`src/design/bsm_pkg.sv`:
```
// Shared types and constants for the 3x3 edge-clamped box smoother.
// Used by the sequencer, the averaging datapath and the top level.
`timescale 1ns / 1ps

package bsm_pkg;

    localparam int MAX_SIDE_DEF     = 1024;
    localparam int CHANNEL_BITS_DEF = 16;
    localparam int FRAME_SIZE_W     = 11;
    localparam int CHAN_W           = 16;
    localparam int COORD_W          = 10;
    localparam int FRAME_SIZE_RST   = 1024;

    typedef enum logic [2:0] {
        ST_IDLE,
        ST_LOAD,
        ST_COL,
        ST_TOT,
        ST_MUL,
        ST_OUT
    } seq_state_t;

    // Strobes and window masks from the sequencer to the datapath.
    typedef struct packed {
        logic       capture;
        logic       load;
        logic       col_en;
        logic       tot_en;
        logic       mul_en;
        logic       out_load;
        logic [2:0] row_mask;
        logic [2:0] col_mask;
    } ctrl_t;

endpackage

```
`src/design/bsm_seq.sv`:
```
// Sequencer of the box smoother: pixel position, frame size, result stepping,
// output coordinates and handshakes. Depends on bsm_pkg.
`timescale 1ns / 1ps

module bsm_seq
    import bsm_pkg::*;
#(
    parameter int MAX_SIDE = MAX_SIDE_DEF
) (
    input  logic                        clk,
    input  logic                        rst_n,
    input  logic                        cfg_wr_en,
    input  logic [FRAME_SIZE_W-1:0]     cfg_wr_data,
    input  logic                        in_valid,
    output logic                        in_stall,
    output logic                        out_valid,
    input  logic                        out_stall,
    output logic [COORD_W-1:0]          out_row,
    output logic [COORD_W-1:0]          out_col,
    output logic                        last_of_run,
    output ctrl_t                       ctl,
    output logic [$clog2(MAX_SIDE)-1:0] wr_addr,
    output logic [$clog2(MAX_SIDE)-1:0] rd_addr
);

    localparam int POS_W    = $clog2(MAX_SIDE);
    localparam int CMP_W    = (POS_W + 1 > FRAME_SIZE_W) ? POS_W + 1 : FRAME_SIZE_W;
    localparam int EXT_W    = (POS_W > COORD_W) ? POS_W : COORD_W;
    localparam int RST_LAST = (FRAME_SIZE_RST > MAX_SIDE) ? MAX_SIDE - 1 : FRAME_SIZE_RST - 1;

    seq_state_t         state_reg, state_next;
    logic [POS_W-1:0]   row_cnt_reg, row_cnt_next;
    logic [POS_W-1:0]   col_cnt_reg, col_cnt_next;
    logic [POS_W-1:0]   r_reg, r_next;
    logic [POS_W-1:0]   c_reg, c_next;
    logic [POS_W-1:0]   last_reg, last_next;
    logic               a_reg, a_next;
    logic               b_reg, b_next;
    logic               out_valid_reg, out_valid_next;
    logic [COORD_W-1:0] out_row_reg, out_row_next;
    logic [COORD_W-1:0] out_col_reg, out_col_next;
    logic               out_last_reg, out_last_next;

    logic [CMP_W-1:0]   fs_ext;
    logic [POS_W-1:0]   cfg_last;
    logic               one_pix;
    logic               rows_none, cols_none, rows_two, cols_two;
    logic               self_row, self_col, last_res, out_free;
    logic [POS_W-1:0]   res_row, res_col;
    logic [EXT_W-1:0]   row_ext, col_ext;

    always_ff @(posedge clk or negedge rst_n)
    begin
        if (!rst_n)
        begin
            state_reg     <= ST_IDLE;
            row_cnt_reg   <= '0;
            col_cnt_reg   <= '0;
            r_reg         <= '0;
            c_reg         <= '0;
            last_reg      <= POS_W'(RST_LAST);
            a_reg         <= 1'b0;
            b_reg         <= 1'b0;
            out_valid_reg <= 1'b0;
            out_row_reg   <= '0;
            out_col_reg   <= '0;
            out_last_reg  <= 1'b0;
        end
        else
        begin
            state_reg     <= state_next;
            row_cnt_reg   <= row_cnt_next;
            col_cnt_reg   <= col_cnt_next;
            r_reg         <= r_next;
            c_reg         <= c_next;
            last_reg      <= last_next;
            a_reg         <= a_next;
            b_reg         <= b_next;
            out_valid_reg <= out_valid_next;
            out_row_reg   <= out_row_next;
            out_col_reg   <= out_col_next;
            out_last_reg  <= out_last_next;
        end
    end

    // Frame side clamped to 1..MAX_SIDE, kept as the index of the last pixel.
    always_comb
    begin
        fs_ext = CMP_W'(cfg_wr_data);
        if (fs_ext == '0)
        begin
            cfg_last = '0;
        end
        else if (fs_ext > CMP_W'(MAX_SIDE))
        begin
            cfg_last = POS_W'(MAX_SIDE - 1);
        end
        else
        begin
            cfg_last = POS_W'(fs_ext - CMP_W'(1));
        end
    end

    always_comb
    begin
        one_pix   = (last_reg == '0);
        rows_none = !one_pix && (r_reg == '0);
        cols_none = !one_pix && (c_reg == '0);
        rows_two  = !one_pix && (r_reg == last_reg);
        cols_two  = !one_pix && (c_reg == last_reg);
        // The second result along an axis, or a single-pixel image, is centered on
        // the current pixel itself rather than one behind it.
        self_row  = one_pix || a_reg;
        self_col  = one_pix || b_reg;
        res_row   = self_row ? r_reg : r_reg - POS_W'(1);
        res_col   = self_col ? c_reg : c_reg - POS_W'(1);
        row_ext   = EXT_W'(res_row);
        col_ext   = EXT_W'(res_col);
        last_res  = (a_reg == rows_two) && (b_reg == cols_two);
        out_free  = !out_valid_reg || !out_stall;
    end

    always_comb
    begin
        state_next     = state_reg;
        row_cnt_next   = row_cnt_reg;
        col_cnt_next   = col_cnt_reg;
        r_next         = r_reg;
        c_next         = c_reg;
        last_next      = last_reg;
        a_next         = a_reg;
        b_next         = b_reg;
        out_row_next   = out_row_reg;
        out_col_next   = out_col_reg;
        out_last_next  = out_last_reg;
        out_valid_next = out_valid_reg && out_stall;

        ctl.capture  = 1'b0;
        ctl.load     = 1'b0;
        ctl.col_en   = 1'b0;
        ctl.tot_en   = 1'b0;
        ctl.mul_en   = 1'b0;
        ctl.out_load = 1'b0;
        ctl.row_mask = {1'b1, r_reg != '0, (r_reg > POS_W'(1)) && !self_row};
        ctl.col_mask = {1'b1, c_reg != '0, (c_reg > POS_W'(1)) && !self_col};

        case (state_reg)
            ST_IDLE:
            begin
                if (in_valid)
                begin
                    ctl.capture = 1'b1;
                    r_next      = row_cnt_reg;
                    c_next      = col_cnt_reg;
                    state_next  = ST_LOAD;
                    if (col_cnt_reg == last_reg)
                    begin
                        col_cnt_next = '0;
                        row_cnt_next = (row_cnt_reg == last_reg) ? '0
                                                                 : row_cnt_reg + POS_W'(1);
                    end
                    else
                    begin
                        col_cnt_next = col_cnt_reg + POS_W'(1);
                    end
                end
            end
            ST_LOAD:
            begin
                ctl.load = 1'b1;
                a_next   = 1'b0;
                b_next   = 1'b0;
                if (rows_none || cols_none)
                begin
                    state_next = ST_IDLE;
                end
                else
                begin
                    state_next = ST_COL;
                end
            end
            ST_COL:
            begin
                ctl.col_en = 1'b1;
                state_next = ST_TOT;
            end
            ST_TOT:
            begin
                ctl.tot_en = 1'b1;
                state_next = ST_MUL;
            end
            ST_MUL:
            begin
                ctl.mul_en = 1'b1;
                state_next = ST_OUT;
            end
            ST_OUT:
            begin
                if (out_free)
                begin
                    ctl.out_load   = 1'b1;
                    out_valid_next = 1'b1;
                    out_row_next   = row_ext[COORD_W-1:0];
                    out_col_next   = col_ext[COORD_W-1:0];
                    out_last_next  = last_res;
                    if (last_res)
                    begin
                        state_next = ST_IDLE;
                    end
                    else
                    begin
                        state_next = ST_COL;
                        if (cols_two && !b_reg)
                        begin
                            b_next = 1'b1;
                        end
                        else
                        begin
                            a_next = 1'b1;
                            b_next = 1'b0;
                        end
                    end
                end
            end
            default:
            begin
                state_next = ST_IDLE;
            end
        endcase

        // A register write restarts the frame at pixel (0,0).
        if (cfg_wr_en)
        begin
            row_cnt_next = '0;
            col_cnt_next = '0;
            last_next    = cfg_last;
        end
    end

    assign in_stall    = (state_reg != ST_IDLE);
    assign out_valid   = out_valid_reg;
    assign out_row     = out_row_reg;
    assign out_col     = out_col_reg;
    assign last_of_run = out_last_reg;
    assign wr_addr     = c_reg;
    assign rd_addr     = col_cnt_reg;

endmodule

```
`config.mk`:
```
export PLATFORM = sky130hd
export DESIGN_NAME = bsm_seq
export DESIGN_NICKNAME = d
export VERILOG_FILES = /design/src/design/bsm_pkg.sv /design/src/design/bsm_seq.sv
export SDC_FILE = /design/constraint.sdc
export NUM_CORES = 1
export LEC_CHECK = 0
export ABC_AREA = 1
export ABC_CLOCK_PERIOD_IN_PS = 2540
export BUFFER_PORTS_ARGS = -buffer_cell sky130_fd_sc_hd__buf_4
export CAP_MARGIN = 15
export CORE_ASPECT_RATIO = 0.5
export CORE_MARGIN = 2
export CORE_UTILIZATION = 40
export CTS_CLUSTER_DIAMETER = 30
export DETAILED_ROUTE_END_ITERATION = 10
export PLACE_DENSITY = 0.6
export SYNTH_ARGS = -nofsm -noshare
export SYNTH_HDL_FRONTEND = slang
export SYNTH_SLANG_ARGS = --single-unit
```
`constraint.sdc`:
```
create_clock -name clk -period 2.54 [get_ports clk]
set_clock_uncertainty 0.2 [all_clocks]
set_input_delay 0.508 -clock clk [delete_from_list [all_inputs] [get_ports clk]]
set_output_delay 0.508 -clock clk [all_outputs]
set_load 0.005 [all_outputs]
```
==> impl_metrics.py <==
metrics = {
    "synthesis": {
        "yosys.area.top_type": "dfrtp_1",
        "syn-instance-count": 669,
        "syn-cell-area_um2": 4790,
        "synthFlopType": "dfrtp_1",
        "synthArstFlopShare": 1.00,
        "average_footprint_of_a_synthesized_cell_um2": 7.17,
        "netlist.area_leader.share": 0.350,
        "number_of_flops_mapped_to_enable_cells_by_yosys": 0,
        "cell_with_the_most_instances_after_synthesis": "nand2_1",
        "post_synth_num_cell_types": 36,
        "leading_post_synthesis_cells_by_cell_area": "dfrtp_1, nand2_1, nor2_1",
        "ys_ff_latch": 77,
        "synth-warning-count": 0,
        "synth-seq-area-share": 0.404,
        "synth.top_cells.by_count": "nand2_1, nor2_1, inv_1",
    },
    "placement": {
        "io_buffers": 68,
        "gp_congestion": 0.890,
        "dp.final_hpwl_um": 10100,
    },
    "clock_tree": {
        "cts_max_path_buffers": 2,
        "htree_num_levels": 3,
        "cts-root-buf": "clkbuf_16",
        "clock_insertion_delay_worst_skew_ns": 0.34,
        "worst_setup_hold_path_clk_slew_ns": 0.06,
        "cts_bufs_inserted": 9,
        "cts_tree": "built",
        "cts_num_sinks": 77,
    },
    "critical_path": {
        "endpoint_of_the_worst_slack_reg_to_reg_timing_path": "b_reg",
        "critPathMostFrequentCell": "nor2_4",
        "critical_path.endpoint_type": "output pin",
        "critical_path.max_stage_delay_ns": 0.61,
        "timing.critical_path.cells": "nor2_1 > nand3_1 > nor2_4 > nor2_4 > inv_1 > a21oi_1 > buf_4",
        "critical_r2r_launch": "last_reg[0]",
        "r2r.worst_path.cells": 11,
        "timing.critical_path.buf_inv": 2,
        "critical_path.startpoint_type": "flop",
        "timing.critical_path.max_delay_family": "flip-flops",
        "master_of_the_slowest_instance_on_the_critical_path": "dfstp_2",
        "cp_data_arrival_time_ns": 1.76,
        "worst-path-max-fanout": 6,
        "critPathRequiredTime_ns": 1.83,
        "worst-r2r-setup-slack_ns": 0.23,
        "setup.worst_path.class": "reg -> out",
    },
    "timing": {
        "final_max_slew_viol_count": 0,
        "post_route_clock_period_utilization": 0.972,
        "finalHoldWorstSlack_ns": 0.206,
        "period_needed_ns": 2.47,
        "grt_setup_unrepaired": "true",
        "worst_pin_slew_ns": 0.594,
        "finalSetupViolCount": 0,
        "finalSetupTns_ns": 0,
        "max_clock_freq_ghz": 0.405,
        "timing.max_slew.rel_slack": 0.603,
        "report.final.hold_viol_count": 0,
    },
    "flow_run": {
        "max_cap_violations": 0,
    },
    "pwr": {
        "finalPower_mw": 5.49,
        "power_per_cell_area_nw_per_um2": 928,
        "vdd.ir_drop.worst_v": 0.000345,
        "leakage_nw": 2.89,
    },
    "hold_path": {
        "hold_path_startpoint": "out_stall",
        "min_delay_worst_endpoint": "out_valid",
        "hold_class": "in -> reg",
        "holdPathStages": 3,
    },
    "grt": {
        "grt_remaining_overflow": 0,
        "first_global_vias": 4126,
        "grt.total_usage": 0.217,
        "grt_max_degree": 38,
        "grt_first_pass_wirelength_um": 21800,
        "initial_antenna_violation_count": 0,
    },
    "detailed_routing": {
        "detail_route.drc_violations": 0,
        "drt-initial-drc-count": 367,
        "mean_routed_wirelength_per_cell_um": 14.8,
        "drt-vias-per-instance": 4.89,
        "drt_pass1_iterations": 5,
        "antenna_violating_nets_post_route": 0,
        "finalWirelength_um": 13500,
        "detailroute.via_count": 4487,
    },
    "floorplan": {
        "floorplan.die_area_um2": 12900,
        "dieWidth_um": 159,
        "initial_utilization": 0.409,
        "die-height_um": 81.4,
        "design.core.area_um2": 11700,
        "fp-row-count": 28,
        "top_level_ports": 71,
    },
    "finish": {
        "drive_above_1_share": 0.193,
        "syn2layout_area_growth_pct": 23.3,
        "diodes": 0,
        "finish.net_count": 773,
    },
    "status": {
        "run_status": "completed",
    },
}
## worst register-to-register path, cell delays in order, from the launching register on
cell and delay, ns:
dfstp_2 0.39, buf_4 0.15, inv_1 0.21, o22ai_1 0.12, a211oi_1 0.19, nand4_1 0.10
nor3_1 0.19, ha_1 0.28, nand3_1 0.17, o21ai_1 0.09, nand2_1 0.06, nand2_1 0.05
## kinds of logic (layout without fill, tap and decap cells)
kind of cell / after synthesis / after routing / share of synthesized area
buffers and inverters: 104 / 186 / 0.0869
other: 1 / 2 / 0.000782
adders and majority gates: 10 / 10 / 0.0261
xor gates and xnor gates: 35 / 35 / 0.0639
DFF: 77 / 77 / 0.404
and+or+nand+nor: 365 / 365 / 0.328
AOI/OAI and AO/OA: 77 / 77 / 0.0898
## what timing repair did
action	in CTS	in global routing
endpoints found under the hold margin	19	0
setup buffers	1	11
endpoints found under the setup margin	2	4
hold buffers	1	0
resized for setup	3	3
pin swaps	1	0
## layer usage
layer	vias up	routed length (um)	GRT usage
met5	-	0	0
met2	136	5570	0.325
met4	0	115	0.0477
li1	2282	-	-
met1	2059	7020	0.317
met3	10	824	0.0535
## worst max-delay path by stage
stage	endpoint	cells after the start	from
6_report	ctl[3]	7	last_reg[4]
5_1_grt	ctl[3]	7	last_reg[4]
4_1_cts	ctl[3]	7	last_reg[6]
3_5_place_dp	last_reg[1]	12	cfg_wr_data[0]
3_3_place_gp	last_reg[1]	12	cfg_wr_data[0]
2_1_floorplan	last_reg[0]	11	cfg_wr_data[0]
## area by class of cell
cell class	count	area, um2
inverter	83	312
fill	1216	5830
timing repair buffer	87	681
multi-input combinational	489	2460
tap	165	206
sequential	77	1940
clock buffer	13	270
clock inverter	3	42.5
## through the flow
| stage | setup WS (ns) | area, um2 | util | instances |
|---|---|---|---|---|
| after floorplan | 0.492 | 4800 | - | 670 |
| after global placement | 0.210 | 5480 | 0.467 | 888 |
| final | 0.0718 | 5910 | 0.504 | 917 |
| after CTS | 0.0175 | 5820 | 0.496 | 906 |
| after detailed placement | 0.170 | 5480 | 0.467 | 888 |
| after global routing | -0.0447 | 5910 | 0.504 | 917 |
## layout by cell type, fill, tap and decap left out, types with 4 or more instances in the layout
cell / n
inv_1: 72
buf_4: 84
xnor2_1: 9
nand4_1: 11
nor2_4: 4
o22ai_1: 9
o21ai_0: 39
ha_1: 10
a21oi_1: 10
dfstp_2: 10
nor3_1: 26
clkbuf_16: 9
dfrtp_1: 66
o21ai_1: 4
xor2_1: 26
nor2_2: 4
nor2_1: 90
nor3_2: 6
inv_2: 10
a31oi_1: 11
nand2_1: 189
nand3_1: 24
## where the power goes
part           leakage [nW]  internal (mW)  switching (mW)
Sequential            0.962           1.55           0.378
Combinational          1.78          0.964            1.25
Clock                 0.152          0.840           0.501
(Power assumes the default switching activity.)
