File: config.mk
export PLATFORM = sky130hd
export DESIGN_NAME = bsm_avg
export DESIGN_NICKNAME = d
export VERILOG_FILES = /design/src/design/bsm_pkg.sv /design/src/design/bsm_avg.sv
export SDC_FILE = /design/constraint.sdc
export NUM_CORES = 2
export LEC_CHECK = 0
export ABC_AREA = 0
export BUFFER_PORTS_ARGS = -buffer_cell sky130_fd_sc_hd__buf_2
export CORE_ASPECT_RATIO = 1.2
export CORE_MARGIN = 3
export CORE_UTILIZATION = 58
export DETAILED_ROUTE_END_ITERATION = 16
export PLACE_DENSITY = 0.78
export SETUP_SLACK_MARGIN = 0.3
export SYNTH_ARGS = -nofsm -noshare
export SYNTH_HDL_FRONTEND = slang
export SYNTH_SLANG_ARGS = --single-unit
File: constraint.sdc
create_clock -name clk -period 6.81 [get_ports clk]
set_input_delay 0.3405 -clock clk [delete_from_list [all_inputs] [get_ports clk]]
set_output_delay 0.3405 -clock clk [all_outputs]
set_load 0.02 [all_outputs]
File: src/design/bsm_pkg.sv
// Shared types and constants for the 3x3 edge-clamped box smoother.
// Used by the sequencer, the averaging datapath and the top level.
`timescale 1ns / 1ps

package bsm_pkg;

    localparam int MAX_SIDE_DEF     = 1024;
    localparam int CHANNEL_BITS_DEF = 16;
    localparam int FRAME_SIZE_W     = 11;
    localparam int CHAN_W           = 16;
    localparam int COORD_W          = 10;
    localparam int FRAME_SIZE_RST   = 1024;

    typedef enum logic [2:0] {
        ST_IDLE,
        ST_LOAD,
        ST_COL,
        ST_TOT,
        ST_MUL,
        ST_OUT
    } seq_state_t;

    // Strobes and window masks from the sequencer to the datapath.
    typedef struct packed {
        logic       capture;
        logic       load;
        logic       col_en;
        logic       tot_en;
        logic       mul_en;
        logic       out_load;
        logic [2:0] row_mask;
        logic [2:0] col_mask;
    } ctrl_t;

endpackage

File: src/design/bsm_avg.sv
// Averaging datapath: window columns, masked sums, reciprocal multiply and the
// channel output registers. Depends on bsm_pkg.
`timescale 1ns / 1ps

module bsm_avg
    import bsm_pkg::*;
#(
    parameter int CHANNEL_BITS = CHANNEL_BITS_DEF
) (
    input  logic                        clk,
    input  logic                        rst_n,
    input  ctrl_t                       ctl,
    input  logic [CHAN_W-1:0]           red_in,
    input  logic [CHAN_W-1:0]           green_in,
    input  logic [CHAN_W-1:0]           blue_in,
    input  logic [6*CHANNEL_BITS-1:0]   line_rd,
    output logic [6*CHANNEL_BITS-1:0]   line_wr,
    output logic [CHAN_W-1:0]           red_out,
    output logic [CHAN_W-1:0]           green_out,
    output logic [CHAN_W-1:0]           blue_out
);

    localparam int CB      = CHANNEL_BITS;
    localparam int PIX_W   = 3 * CB;
    localparam int COL_W   = CB + 2;
    localparam int SUM_W   = CB + 4;
    // Exact floor division for divisors up to 9 over SUM_W-bit dividends.
    localparam int SHIFT   = SUM_W + 4;
    localparam int RECIP_W = SHIFT + 1;
    localparam int PROD_W  = SUM_W + RECIP_W;

    localparam logic [RECIP_W-1:0] RECIP_1 = RECIP_W'(1 << SHIFT);
    localparam logic [RECIP_W-1:0] RECIP_2 = RECIP_W'(((1 << SHIFT) + 1) / 2);
    localparam logic [RECIP_W-1:0] RECIP_3 = RECIP_W'(((1 << SHIFT) + 2) / 3);
    localparam logic [RECIP_W-1:0] RECIP_4 = RECIP_W'(((1 << SHIFT) + 3) / 4);
    localparam logic [RECIP_W-1:0] RECIP_6 = RECIP_W'(((1 << SHIFT) + 5) / 6);
    localparam logic [RECIP_W-1:0] RECIP_9 = RECIP_W'(((1 << SHIFT) + 8) / 9);

    // Window index order: [column][row][channel]; column 2 and row 2 are newest.
    logic [CB-1:0]      pix_reg    [3];
    logic [CB-1:0]      col_m2_reg [3][3];
    logic [CB-1:0]      col_m1_reg [3][3];
    logic [CB-1:0]      win_reg    [3][3][3];
    logic [CB-1:0]      new_col    [3][3];
    logic [COL_W-1:0]   colsum_reg [3][3];
    logic [COL_W-1:0]   colsum_next[3][3];
    logic [SUM_W-1:0]   total_reg  [3];
    logic [SUM_W-1:0]   total_next [3];
    logic [PROD_W-1:0]  prod_reg   [3];
    logic [3:0]         cnt_reg, cnt_next;
    logic [RECIP_W-1:0] recip_reg, recip_next;
    logic [1:0]         rows_n, cols_n;
    logic [CHAN_W-1:0]  red_out_reg, green_out_reg, blue_out_reg;

    always_comb
    begin
        for (int ch = 0; ch < 3; ch++)
        begin
            new_col[0][ch] = line_rd[PIX_W + ch*CB +: CB];
            new_col[1][ch] = line_rd[ch*CB +: CB];
            new_col[2][ch] = pix_reg[ch];
        end
        line_wr = {line_rd[PIX_W-1:0], pix_reg[2], pix_reg[1], pix_reg[0]};
    end

    always_comb
    begin
        rows_n   = 2'(ctl.row_mask[0]) + 2'(ctl.row_mask[1]) + 2'(ctl.row_mask[2]);
        cols_n   = 2'(ctl.col_mask[0]) + 2'(ctl.col_mask[1]) + 2'(ctl.col_mask[2]);
        cnt_next = 4'(rows_n) * 4'(cols_n);
        for (int m = 0; m < 3; m++)
        begin
            for (int ch = 0; ch < 3; ch++)
            begin
                colsum_next[m][ch] =
                    (ctl.row_mask[0] ? COL_W'(win_reg[m][0][ch]) : '0) +
                    (ctl.row_mask[1] ? COL_W'(win_reg[m][1][ch]) : '0) +
                    (ctl.row_mask[2] ? COL_W'(win_reg[m][2][ch]) : '0);
            end
        end
        for (int ch = 0; ch < 3; ch++)
        begin
            total_next[ch] =
                (ctl.col_mask[0] ? SUM_W'(colsum_reg[0][ch]) : '0) +
                (ctl.col_mask[1] ? SUM_W'(colsum_reg[1][ch]) : '0) +
                (ctl.col_mask[2] ? SUM_W'(colsum_reg[2][ch]) : '0);
        end
        case (cnt_reg)
            4'd2:    recip_next = RECIP_2;
            4'd3:    recip_next = RECIP_3;
            4'd4:    recip_next = RECIP_4;
            4'd6:    recip_next = RECIP_6;
            4'd9:    recip_next = RECIP_9;
            default: recip_next = RECIP_1;
        endcase
    end

    always_ff @(posedge clk or negedge rst_n)
    begin
        if (!rst_n)
        begin
            for (int k = 0; k < 3; k++)
            begin
                for (int ch = 0; ch < 3; ch++)
                begin
                    col_m2_reg[k][ch] <= '0;
                    col_m1_reg[k][ch] <= '0;
                end
            end
        end
        else if (ctl.load)
        begin
            for (int k = 0; k < 3; k++)
            begin
                for (int ch = 0; ch < 3; ch++)
                begin
                    col_m2_reg[k][ch] <= col_m1_reg[k][ch];
                    col_m1_reg[k][ch] <= new_col[k][ch];
                end
            end
        end
    end

    always_ff @(posedge clk)
    begin
        if (ctl.capture)
        begin
            pix_reg[0] <= red_in[CB-1:0];
            pix_reg[1] <= green_in[CB-1:0];
            pix_reg[2] <= blue_in[CB-1:0];
        end
        if (ctl.load)
        begin
            for (int k = 0; k < 3; k++)
            begin
                for (int ch = 0; ch < 3; ch++)
                begin
                    win_reg[0][k][ch] <= col_m2_reg[k][ch];
                    win_reg[1][k][ch] <= col_m1_reg[k][ch];
                    win_reg[2][k][ch] <= new_col[k][ch];
                end
            end
        end
        if (ctl.col_en)
        begin
            colsum_reg <= colsum_next;
            cnt_reg    <= cnt_next;
        end
        if (ctl.tot_en)
        begin
            total_reg <= total_next;
            recip_reg <= recip_next;
        end
        if (ctl.mul_en)
        begin
            for (int ch = 0; ch < 3; ch++)
            begin
                prod_reg[ch] <= PROD_W'(total_reg[ch]) * PROD_W'(recip_reg);
            end
        end
        if (ctl.out_load)
        begin
            red_out_reg   <= CHAN_W'(prod_reg[0][SHIFT +: CB]);
            green_out_reg <= CHAN_W'(prod_reg[1][SHIFT +: CB]);
            blue_out_reg  <= CHAN_W'(prod_reg[2][SHIFT +: CB]);
        end
    end

    assign red_out   = red_out_reg;
    assign green_out = green_out_reg;
    assign blue_out  = blue_out_reg;

endmodule

==> results.sh <==
export IMPL_die_area_um2=149000
export IMPL_type_of_the_setup_path_with_the_least_slack="reg2reg"
export IMPL_clock_sink_count=1098
export IMPL_violations_in_the_final_reports="negative setup slack"
export IMPL_net_total_in_the_final_layout=10100
export IMPL_post_dp_cell_area_um2=91600
export IMPL_setup_viol=41
export IMPL_critPathMaxStageDelay_ps=530
export IMPL_worst_ep_arrival_time_ps=7680
export IMPL_synth_enable_flop_cells=810
export IMPL_detailroute_via_count=54700
export IMPL_antenna_found_initial=10
export IMPL_cts_max_level=3
export IMPL_initial_core_util=0.585
export IMPL_post_synth_cell_area_avg_um2=11.6
export IMPL_seqCellArea_um2=31500
export IMPL_rows=152
export IMPL_postSynthRegisterBits=1098
export IMPL_post_route_drc_count=0
export IMPL_dominantRegCellSynth="sky130_fd_sc_hd__edfxtp_1"
export IMPL_hold_viol=0
export IMPL_antenna_left=0
export IMPL_maxCapViolations=0
export IMPL_totalWireLength_um=217000
export IMPL_slew_limit_headroom=0.243
export IMPL_drive_gt1_frac=0.207
export IMPL_multiInputGateArea_um2=46700
export IMPL_crit_top_cell="sky130_fd_sc_hd__fa_1"
export IMPL_vias_per_cell=5.33
export IMPL_clkLatencyLatePin_ps=740
export IMPL_cts_inserted_buffers=105
export IMPL_worst_pin_slew_ps=1130
export IMPL_portion_of_the_post_synthesis_area_used_by_sequential_elements=0.376
export IMPL_first_pass_grt_wire_length_um=340000
export IMPL_fin_crit_ps=7200
export IMPL_synth_cell_types=69
export IMPL_fmax_mhz=139
export IMPL_data_required_time_of_the_critical_path_ps=7290
export IMPL_die_width_um=353
export IMPL_fillerInstances=10200
export IMPL_cts_max_path_buffers=3
export IMPL_yosysWarnings=0
export IMPL_summed_area_of_non_filler_cells_in_the_final_layout_um2=99000
export IMPL_area_delta_synth_final_pct=17.9
export IMPL_floorplan_io_pins=302
export IMPL_path_clk_slew_ps=80
export IMPL_worst_clock_skew_ps=54.5
export IMPL_crit_path_top_delay_cell="sky130_fd_sc_hd__fa_1"
export IMPL_first_global_vias=60400
export IMPL_final_critical_path_setup_slack_ps=-390
export IMPL_setup_repair_after_global_routing_missed_its_margin="yes"
export IMPL_crit_fanout=7
export IMPL_postSynthCellCount=7233
export IMPL_clockRootBuffer="sky130_fd_sc_hd__clkbuf_16"
export IMPL_grt_start_max_net_pins=194
export IMPL_wl_per_cell_um=21.1
export IMPL_drt_pass1_iter_count=5
export IMPL_routabilityCongestion=0.980
export IMPL_ys_async_sr_fraction=0.262
export IMPL_period_share=1.06
export IMPL_fp_coreArea_um2=143000
export IMPL_maxSlewViolCount=0
export IMPL_postSynthNetCount=9092
export IMPL_largest_register_ffs=432
export IMPL_grt_usage=0.298
export IMPL_hold_class="in2async"
export IMPL_post_dp_hpwl_um=166000
export IMPL_die_h_um=423
export IMPL_setup_worst_path_end_class="flop"
export IMPL_syn_area_um2=83900
export IMPL_gr_total_overflow=0
export IMPL_first_iter_violations=3866
export IMPL_status="finished, violations left"
export IMPL_tritoncts="yes"
export IMPL_place_port_buffers=301
export IMPL_timing_critical_path_from_type="flop"
## worst max-delay path, delay by kind of cell (launching register included)
family | cells | cell delay, ps
flip-flops | 1 | 440
buffers and inverters | 11 | 1130
AO/OA/AOI/OAI | 8 | 1550
adder cells (fa/ha/maj) | 8 | 3650
AND/OR/NAND/NOR | 1 | 60
XOR/XNOR | 1 | 130
## path summary, 6_finish.rpt
| kind | slack, ps | start | end | cells past startpoint |
|---|---|---|---|---|
| min in group clk | 210 | ctl[9] | colsum_reg[62]$_DFFE_PP_ | 1 |
| min reg2reg | 420 | prod_reg[0][74]$_DFFE_PP_ | green_out[5]$_DFFE_PP_ | 0 |
| min | 200 | rst_n | col_m1_reg[54]$_DFFE_PN0P_ | 2 |
| max reg2reg | -390 | recip_reg[21]$_DFFE_PP_ | prod_reg[0][75]$_DFFE_PP_ | 29 |
| max | -390 | recip_reg[21]$_DFFE_PP_ | prod_reg[0][75]$_DFFE_PP_ | 29 |
| max in group asynchronous | 4990 | rst_n | col_m1_reg[81]$_DFFE_PN0P_ | 3 |
## per-stage QoR
step	setup WS, ps	cells	setup TNS (ps)	hold slack, ps	util
4_1_cts	-298	10200	-6140	173	0.685
3_3_place_gp	-387	9825	-6170	401	0.639
2_1_floorplan	-103	7233	-396	44.9	-
6_report	-390	10300	-10280	202	0.690
5_1_grt	-565	10300	-18210	223	0.690
3_5_place_dp	-515	9825	-10540	405	0.639
## Yosys cell counts, types with 7 or more instances
cell type	count	area share
sky130_fd_sc_hd__a21oi_1	138	0.0082
sky130_fd_sc_hd__fa_1	1101	0.26
sky130_fd_sc_hd__nor2_1	181	0.0081
sky130_fd_sc_hd__a21boi_0	8	0.00072
sky130_fd_sc_hd__o21bai_1	18	0.0016
sky130_fd_sc_hd__o41ai_1	9	0.00094
sky130_fd_sc_hd__and3_1	15	0.0011
sky130_fd_sc_hd__mux2_2	289	0.039
sky130_fd_sc_hd__nand3_1	68	0.0041
sky130_fd_sc_hd__nor2b_1	36	0.0027
sky130_fd_sc_hd__buf_4	48	0.0043
sky130_fd_sc_hd__a311oi_1	13	0.0014
sky130_fd_sc_hd__a21boi_1	14	0.0013
sky130_fd_sc_hd__ha_1	600	0.089
sky130_fd_sc_hd__and2_1	285	0.021
sky130_fd_sc_hd__nand2_1	883	0.039
sky130_fd_sc_hd__or3_1	20	0.0015
sky130_fd_sc_hd__a31oi_1	15	0.0011
sky130_fd_sc_hd__xnor2_1	183	0.019
sky130_fd_sc_hd__a41oi_1	7	0.00073
sky130_fd_sc_hd__buf_1	10	0.00045
sky130_fd_sc_hd__o211ai_1	7	0.00063
sky130_fd_sc_hd__o2111ai_1	10	0.0010
sky130_fd_sc_hd__xor2_1	68	0.0071
sky130_fd_sc_hd__dfrtp_1	288	0.086
sky130_fd_sc_hd__o21a_1	18	0.0016
sky130_fd_sc_hd__nand2b_1	11	0.00082
sky130_fd_sc_hd__nor3_1	64	0.0038
sky130_fd_sc_hd__o22ai_1	10	0.00075
sky130_fd_sc_hd__edfxtp_1	810	0.29
sky130_fd_sc_hd__a21o_1	64	0.0057
sky130_fd_sc_hd__nand4_1	9	0.00067
sky130_fd_sc_hd__inv_1	1607	0.072
sky130_fd_sc_hd__o21ai_0	54	0.0032
sky130_fd_sc_hd__o31ai_1	10	0.00089
sky130_fd_sc_hd__a211oi_1	24	0.0021
sky130_fd_sc_hd__a211o_1	10	0.0010
sky130_fd_sc_hd__clkbuf_1	141	0.0063
sky130_fd_sc_hd__o21ai_1	36	0.0021
## layout make-up
| cell class | count | share of cell area |
|---|---|---|
| Antenna cell | 3 | 0.0000759 |
| Clock inverter | 58 | 0.00723 |
| Tap cell | 1925 | 0.0243 |
| Sequential cell | 1098 | 0.319 |
| Timing Repair Buffer | 1112 | 0.0875 |
| Multi-Input combinational cell | 4326 | 0.472 |
| Clock buffer | 141 | 0.0296 |
| Inverter | 1608 | 0.0611 |
## metal layers
layer | part of all wire | up-vias | wire [µm] | global-route usage
met5 | 0.00013 | - | 29 | 0
met4 | 0.038 | 4 | 8310 | 0.104
met2 | 0.51 | 1619 | 110000 | 0.523
met3 | 0.049 | 419 | 10700 | 0.0336
met1 | 0.40 | 27900 | 87500 | 0.385
li1 | - | 24800 | - | -
## layout by cell type (no fill, tap or decap), types with 47 or more instances in the layout
cell	Yosys	routed
sky130_fd_sc_hd__a21o_1	64	64
sky130_fd_sc_hd__dfrtp_1	288	288
sky130_fd_sc_hd__o21ai_0	54	48
sky130_fd_sc_hd__buf_2	1	295
sky130_fd_sc_hd__nand3_1	68	65
sky130_fd_sc_hd__fa_1	1101	1046
sky130_fd_sc_hd__fa_2	0	55
sky130_fd_sc_hd__xnor2_1	183	175
sky130_fd_sc_hd__nor2_1	181	166
sky130_fd_sc_hd__and2_1	285	258
sky130_fd_sc_hd__buf_6	1	47
sky130_fd_sc_hd__a21oi_1	138	119
sky130_fd_sc_hd__inv_1	1607	1552
sky130_fd_sc_hd__ha_1	600	578
sky130_fd_sc_hd__nand2_1	883	847
sky130_fd_sc_hd__mux2_2	289	289
sky130_fd_sc_hd__xor2_1	68	66
sky130_fd_sc_hd__inv_2	1	54
sky130_fd_sc_hd__dlygate4sd3_1	0	145
sky130_fd_sc_hd__buf_4	48	586
sky130_fd_sc_hd__edfxtp_1	810	810
sky130_fd_sc_hd__clkbuf_16	0	107
sky130_fd_sc_hd__nor3_1	64	58
## repair_timing
item	4_1_cts	5_1_grt
setup endpoints to repair	45	48
setup buffers	67	26
endpoints found under the hold margin	347	0
resized for setup	237	141
gates cloned	5	1
pin swaps	117	81
hold buffers	145	0
## cells by family (layout without fill, tap and decap cells)
logic type               after synthesis  after routing  share of synthesized area
AO/OA/AOI/OAI                        499            499                     0.0392
XOR/XNOR                             251            251                     0.0262
adder cells (fa/ha/maj)             1701           1701                      0.352
buffers and inverters               1809           2919                     0.0832
flip-flops                          1098           1098                      0.376
multiplexers                         290            290                     0.0389
other                                  0              3                          0
AND/OR/NAND/NOR                     1585           1585                     0.0847
Power is left out: the tool's default activity adds up to more than one toggle a clock period on the data nets, which glitch-free logic cannot reach.
